<file path="src/rtl/gbdf_pkg.sv">
`default_nettype none
// ----------------------------------------------------------------------------
// gbdf_pkg
// Shared types, codes and constants of the grid distance field block.
// ----------------------------------------------------------------------------
package gbdf_pkg;

    localparam int DEF_MAX_WIDTH  = 64;
    localparam int DEF_MAX_HEIGHT = 64;

    localparam int CFG_INDEX_W = 2;
    localparam int CFG_DATA_W  = 8;

    localparam logic [7:0] RADIUS_RESET   = 8'd25;
    localparam logic [6:0] MAP_SIZE_RESET = 7'd64;
    localparam logic [7:0] UNREACHED      = 8'hff;

    typedef enum logic [1:0] {
        OP_WRITE_WALL = 2'd0,
        OP_COMPUTE    = 2'd1,
        OP_READ       = 2'd2
    } op_t;

    typedef enum logic [1:0] {
        REG_SINK_RADIUS = 2'd0,
        REG_MAP_WIDTH   = 2'd1,
        REG_MAP_HEIGHT  = 2'd2
    } cfg_reg_t;

    typedef enum logic [3:0] {
        ST_BOOT,
        ST_IDLE,
        ST_CLEAR,
        ST_SEED,
        ST_POP,
        ST_HERE,
        ST_VALUE,
        ST_NEIGHBOR,
        ST_DONE
    } gbdf_state_t;

    typedef struct packed {
        logic [1:0] operation;
        logic [5:0] cell_x;
        logic [5:0] cell_y;
        logic       wall_bit;
    } req_item_t;

    typedef struct packed {
        logic [7:0] distance;
        logic       cell_is_wall;
    } rsp_item_t;

    // neighbor steps, two's complement: 2'b11 is -1
    function automatic logic [1:0] step_dx(input logic [2:0] k);
        logic [1:0] d;
        case (k)
            3'd0:    d = 2'b11;
            3'd1:    d = 2'b01;
            3'd2:    d = 2'b00;
            3'd3:    d = 2'b00;
            3'd4:    d = 2'b11;
            3'd5:    d = 2'b01;
            3'd6:    d = 2'b01;
            default: d = 2'b11;
        endcase
        return d;
    endfunction

    function automatic logic [1:0] step_dy(input logic [2:0] k);
        logic [1:0] d;
        case (k)
            3'd0:    d = 2'b00;
            3'd1:    d = 2'b00;
            3'd2:    d = 2'b11;
            3'd3:    d = 2'b01;
            3'd4:    d = 2'b11;
            3'd5:    d = 2'b11;
            3'd6:    d = 2'b01;
            default: d = 2'b01;
        endcase
        return d;
    endfunction

endpackage
`default_nettype wire

</file>
<file path="src/rtl/gbdf_out_buf.sv">
`default_nettype none
// ----------------------------------------------------------------------------
// gbdf_out_buf
// Two-entry result buffer between the core and the response channel.
// ----------------------------------------------------------------------------
module gbdf_out_buf
    import gbdf_pkg::*;
(
    input  wire logic      clk,
    input  wire logic      rst_n,
    input  wire logic      push,
    input  wire rsp_item_t push_item,
    output logic           valid,
    input  wire logic      ready,
    output rsp_item_t      item,
    output logic [1:0]     level
);

    rsp_item_t  slot_reg [0:1];
    logic       wr_ptr_reg;
    logic       wr_ptr_next;
    logic       rd_ptr_reg;
    logic       rd_ptr_next;
    logic [1:0] level_reg;
    logic [1:0] level_next;
    logic       pop;

    assign valid = (level_reg != 2'd0);
    assign item  = slot_reg[rd_ptr_reg];
    assign level = level_reg;
    assign pop   = valid && ready;

    always_comb
    begin
        wr_ptr_next = wr_ptr_reg ^ push;
        rd_ptr_next = rd_ptr_reg ^ pop;
        level_next  = level_reg;
        if (push && !pop)
        begin
            level_next = level_reg + 2'd1;
        end
        else if (pop && !push)
        begin
            level_next = level_reg - 2'd1;
        end
    end

    always_ff @(posedge clk or negedge rst_n)
    begin
        if (!rst_n)
        begin
            wr_ptr_reg <= 1'b0;
            rd_ptr_reg <= 1'b0;
            level_reg  <= 2'd0;
        end
        else
        begin
            wr_ptr_reg <= wr_ptr_next;
            rd_ptr_reg <= rd_ptr_next;
            level_reg  <= level_next;
        end
    end

    always_ff @(posedge clk)
    begin
        if (push)
        begin
            slot_reg[wr_ptr_reg] <= push_item;
        end
    end

endmodule
`default_nettype wire

</file>
<file path="config.mk">
export PLATFORM = sky130hd
export DESIGN_NAME = gbdf_out_buf
export DESIGN_NICKNAME = d
export VERILOG_FILES = /design/src/rtl/gbdf_pkg.sv /design/src/rtl/gbdf_out_buf.sv
export SDC_FILE = /design/constraint.sdc
export NUM_CORES = 1
export LEC_CHECK = 0
export ABC_CLOCK_PERIOD_IN_PS = 4250
export BUFFER_PORTS_ARGS = -buffer_cell sky130_fd_sc_hd__buf_2
export CORE_MARGIN = 1
export CORE_UTILIZATION = 35
export CTS_BUF_LIST = sky130_fd_sc_hd__clkbuf_4 sky130_fd_sc_hd__clkbuf_8
export DETAILED_ROUTE_END_ITERATION = 8
export PLACE_DENSITY_LB_ADDON = 0.1
export SLEW_MARGIN = 0
export SYNTH_ARGS = -nofsm -noshare
export SYNTH_HDL_FRONTEND = slang
export SYNTH_SLANG_ARGS = --single-unit
</file>
<file path="constraint.sdc">
create_clock -name clk -period 4.25 [get_ports clk]
set_clock_uncertainty 0.2 [all_clocks]
set_input_delay 0.6375 -clock clk [delete_from_list [all_inputs] [get_ports clk]]
set_output_delay 0.6375 -clock clk [all_outputs]
set_load 0.02 [all_outputs]
</file>
==> metrics.md <==
| Metric | Value |
|---|---|
| Worst path arrival time | `1.49 ns` |
| Source-to-sink clock delay at the later pin of the worst-skew pair | `0.30 ns` |
| NumNets Final | `89` |
| Count of mapped cells out of synthesis | `44` |
| Most congested layer reported by global routing | `met2` |
| Core region area | `2250 sq um` |
| Synth area leaders | `sky130_fd_sc_hd__edfxtp_1, sky130_fd_sc_hd__mux2_2, sky130_fd_sc_hd__dfrtp_1` |
| WP data required | `3.41 ns` |
| Register area | `641 sq um` |
| Most used cells in the layout excluding fill and tap cells | `sky130_fd_sc_hd__buf_2, sky130_fd_sc_hd__edfxtp_1, sky130_fd_sc_hd__mux2_2` |
| First element of the critical path | `rd_ptr_reg` |
| Share of total power in combinational logic | `0.336` |
| Number of buffers between clock root and the deepest sink | `2` |
| Maximum level of the CTS H-tree | `1` |
| Cell variety after synth | `11` |
| Relative slew margins | `0.696` |
| Routability cong. | `0.632` |
| Number of design-rule violations left by the first detailed-router iteration | `1` |
| VDD IR-drop max | `0.000338 V` |
| Worst setup slack after placement | `2.26 ns` |
| Syn_area_per_cell | `19.4 sq um` |
| Number of gates resized after cts | `0` |
| Highest Clock Rate | `430 MHz` |
| Overall routed net length | `1240 um` |
| Initial antenna violation count | `0` |
| TritonCTS clock tree | `yes` |
| TritonCTS Sinks | `22` |
| Number of cell rows | `17` |
| Ratio of cells with drive above 1 in the final layout | `0.542` |
| RR Startpoint | `level[0]` |
| Kind of start point of the critical path | `flop` |
| Final setup violation count | `0` |
| Measured slew at the worst slew-check pin | `0.456 ns` |
| Detailed-router iteration count before antenna repair | `3` |
| Max-cap violations | `0` |
| Netlist area before placement | `853 sq um` |
| YS warnings | `0` |
| Total inserted antenna cells | `0` |
| Leakage power figure | `0.436 nW` |
| Layout Utilization | `0.472` |
| Die H | `51.4 um` |
| Hold path startpoint | `level[1]` |
| Aggregate negative setup slack | `0 ns` |
| Net switching power figure | `0.235 mW` |
| Worst setup path category | `flop to output pin` |
| Clock Pin Slew Worst Setup and Hold Paths | `0.13 ns` |
| DRC violation count after routing | `0` |
| Average wire per standard cell | `12.4 um` |
| Number of hold buffers added after CTS | `1` |
| Root buffer selected by CTS | `sky130_fd_sc_hd__clkbuf_4` |
| Area share of the largest cell type after synthesis | `0.633` |
| Number of filler cells placed in the layout | `227` |
| Flop and latch count out of synthesis | `22` |
| Fin. Hold Viols | `0` |
| Total routing usage reported by global routing | `0.108` |
| Area enclosed by the die boundary | `2640 sq um` |
| Setup repair bufs after CTS | `0` |
| Detail-routed via count per cell | `4.46` |
| Post-layout minimum cycle time | `2.32 ns` |
| Total internal power | `0.499 mW` |
| Wire length of the first global-routing pass | `2020 um` |
| Run status | `finished, final reports clean` |
| Met2 track utilization from global routing | `0.195` |
| Sum of net half-perimeters after detailed placement | `884 um` |
| Total clock buffers created by CTS | `3` |
| Power density relative to cell area | `690 nW/um^2` |
| Post-detailed-route count of antenna-violating nets | `0` |
| Max FFs per register | `18` |
| GR Layer Usage met3 | `0.0327` |
| Net count after synthesis | `60` |
| Switching Share | `0.320` |
| Commonest non-fill, non-tap cell in the layout | `sky130_fd_sc_hd__buf_2` |
| Register share of total power | `0.451` |
| Dominant cell type by area after synthesis | `sky130_fd_sc_hd__edfxtp_1` |
| Worst hold path class | `flop to flop` |
| Area of combinational cells with multiple inputs | `198 sq um` |
| Die outline width | `51.4 um` |
| Critical-path maximum fanout | `10` |
| Period utilization | `0.547` |
| I/O pin cnt | `25` |
| Critical path capture point type | `output pin` |
| Max-slew violations | `0` |
| Final setup margin | `1.93 ns` |
| M1 GR Usage | `0.110` |
| Maximum number of pins on one net before global-route repair | `14` |
| Via count of the first global-routing pass | `479` |
| PortBufs | `24` |
| RSZ-0062 raised after global routing | `false` |
| Area added between synthesis and finish | `24.6%` |
| Seq/Total Area, Yosys | `0.751` |
| GRT overflow | `0` |
| Power share of the clock group | `0.214` |
| Total via count after detailed routing | `446` |
| Starting Density | `0.378` |
==> power groups by stage <==
stage	Combinational (mW)	Sequential (mW)	Clock [mW]
floorplan	0.187	0.327	0
global placement	0.248	0.335	0
detailed placement	0.250	0.337	0
CTS	0.252	0.333	0.163
global route	0.264	0.338	0.172
finish	0.246	0.331	0.157
==> final timing paths <==
| check | slack (ns) | endpoint | cells past startpoint |
|---|---|---|---|
| worst max-delay path | 1.93 | item[1] | 2 |
| worst min-delay path | 0.31 | level[1] | 1 |
| worst max register to register | 2.63 | level[1] | 5 |
| worst min register to register | 0.31 | level[1] | 1 |
| max in group asynchronous | 3.28 | level[0] | 2 |
| min in group asynchronous | 0.45 | wr_ptr_reg | 2 |
==> through the flow <==
stage / std cells / area [sq um] / power [mW] / hold WS [ns]
final: 100 / 1060 / 0.734 / 0.306
after global placement: 95 / 1000 / 0.584 / 0.253
after global routing: 100 / 1060 / 0.774 / 0.282
after CTS: 100 / 1060 / 0.747 / 0.296
after detailed placement: 95 / 1000 / 0.587 / 0.254
after floorplan: 44 / 853 / 0.514 / 0.142
==> Yosys cell counts <==
| library cell | instances |
|---|---|
| sky130_fd_sc_hd__buf_4 | 1 |
| sky130_fd_sc_hd__or2_4 | 1 |
| sky130_fd_sc_hd__mux2_2 | 9 |
| sky130_fd_sc_hd__dfrtp_1 | 4 |
| sky130_fd_sc_hd__nand2_4 | 1 |
| sky130_fd_sc_hd__xor2_1 | 2 |
| sky130_fd_sc_hd__ha_1 | 3 |
| sky130_fd_sc_hd__edfxtp_1 | 18 |
| sky130_fd_sc_hd__nor2_1 | 1 |
| sky130_fd_sc_hd__inv_1 | 2 |
| sky130_fd_sc_hd__xnor2_1 | 2 |
==> worst max-delay path, cell delays in order, from the launching register on <==
cell and delay, ns:
sky130_fd_sc_hd__dfrtp_1 0.63, sky130_fd_sc_hd__mux2_2 0.39, sky130_fd_sc_hd__buf_2 0.16
==> routing by layer <==
metal | vias up | part of all wire
met5 | - | 0
met4 | 0 | 0.011
met3 | 2 | 0.067
met2 | 15 | 0.52
met1 | 212 | 0.40
li1 | 217 | -
==> cell families (layout without fill, tap and decap cells) <==
family	count (synthesis)	in the layout	synth area share
flip-flops	22	22	0.751
buffers and inverters	3	31	0.0176
adder cells (fa/ha/maj)	3	3	0.0440
XOR/XNOR	4	4	0.0411
AND/OR/NAND/NOR	3	3	0.0279
multiplexers	9	9	0.119
==> layout make-up <==
cell class / instances / share of cell area
clock buffer: 3 / 0.0212
clock inverter: 1 / 0.0282
inverter: 2 / 0.00706
multi-input combinational: 19 / 0.186
sequential: 22 / 0.602
tap: 28 / 0.0329
timing repair buffer: 25 / 0.122
Note: power is estimated with default switching activity, not from simulation.
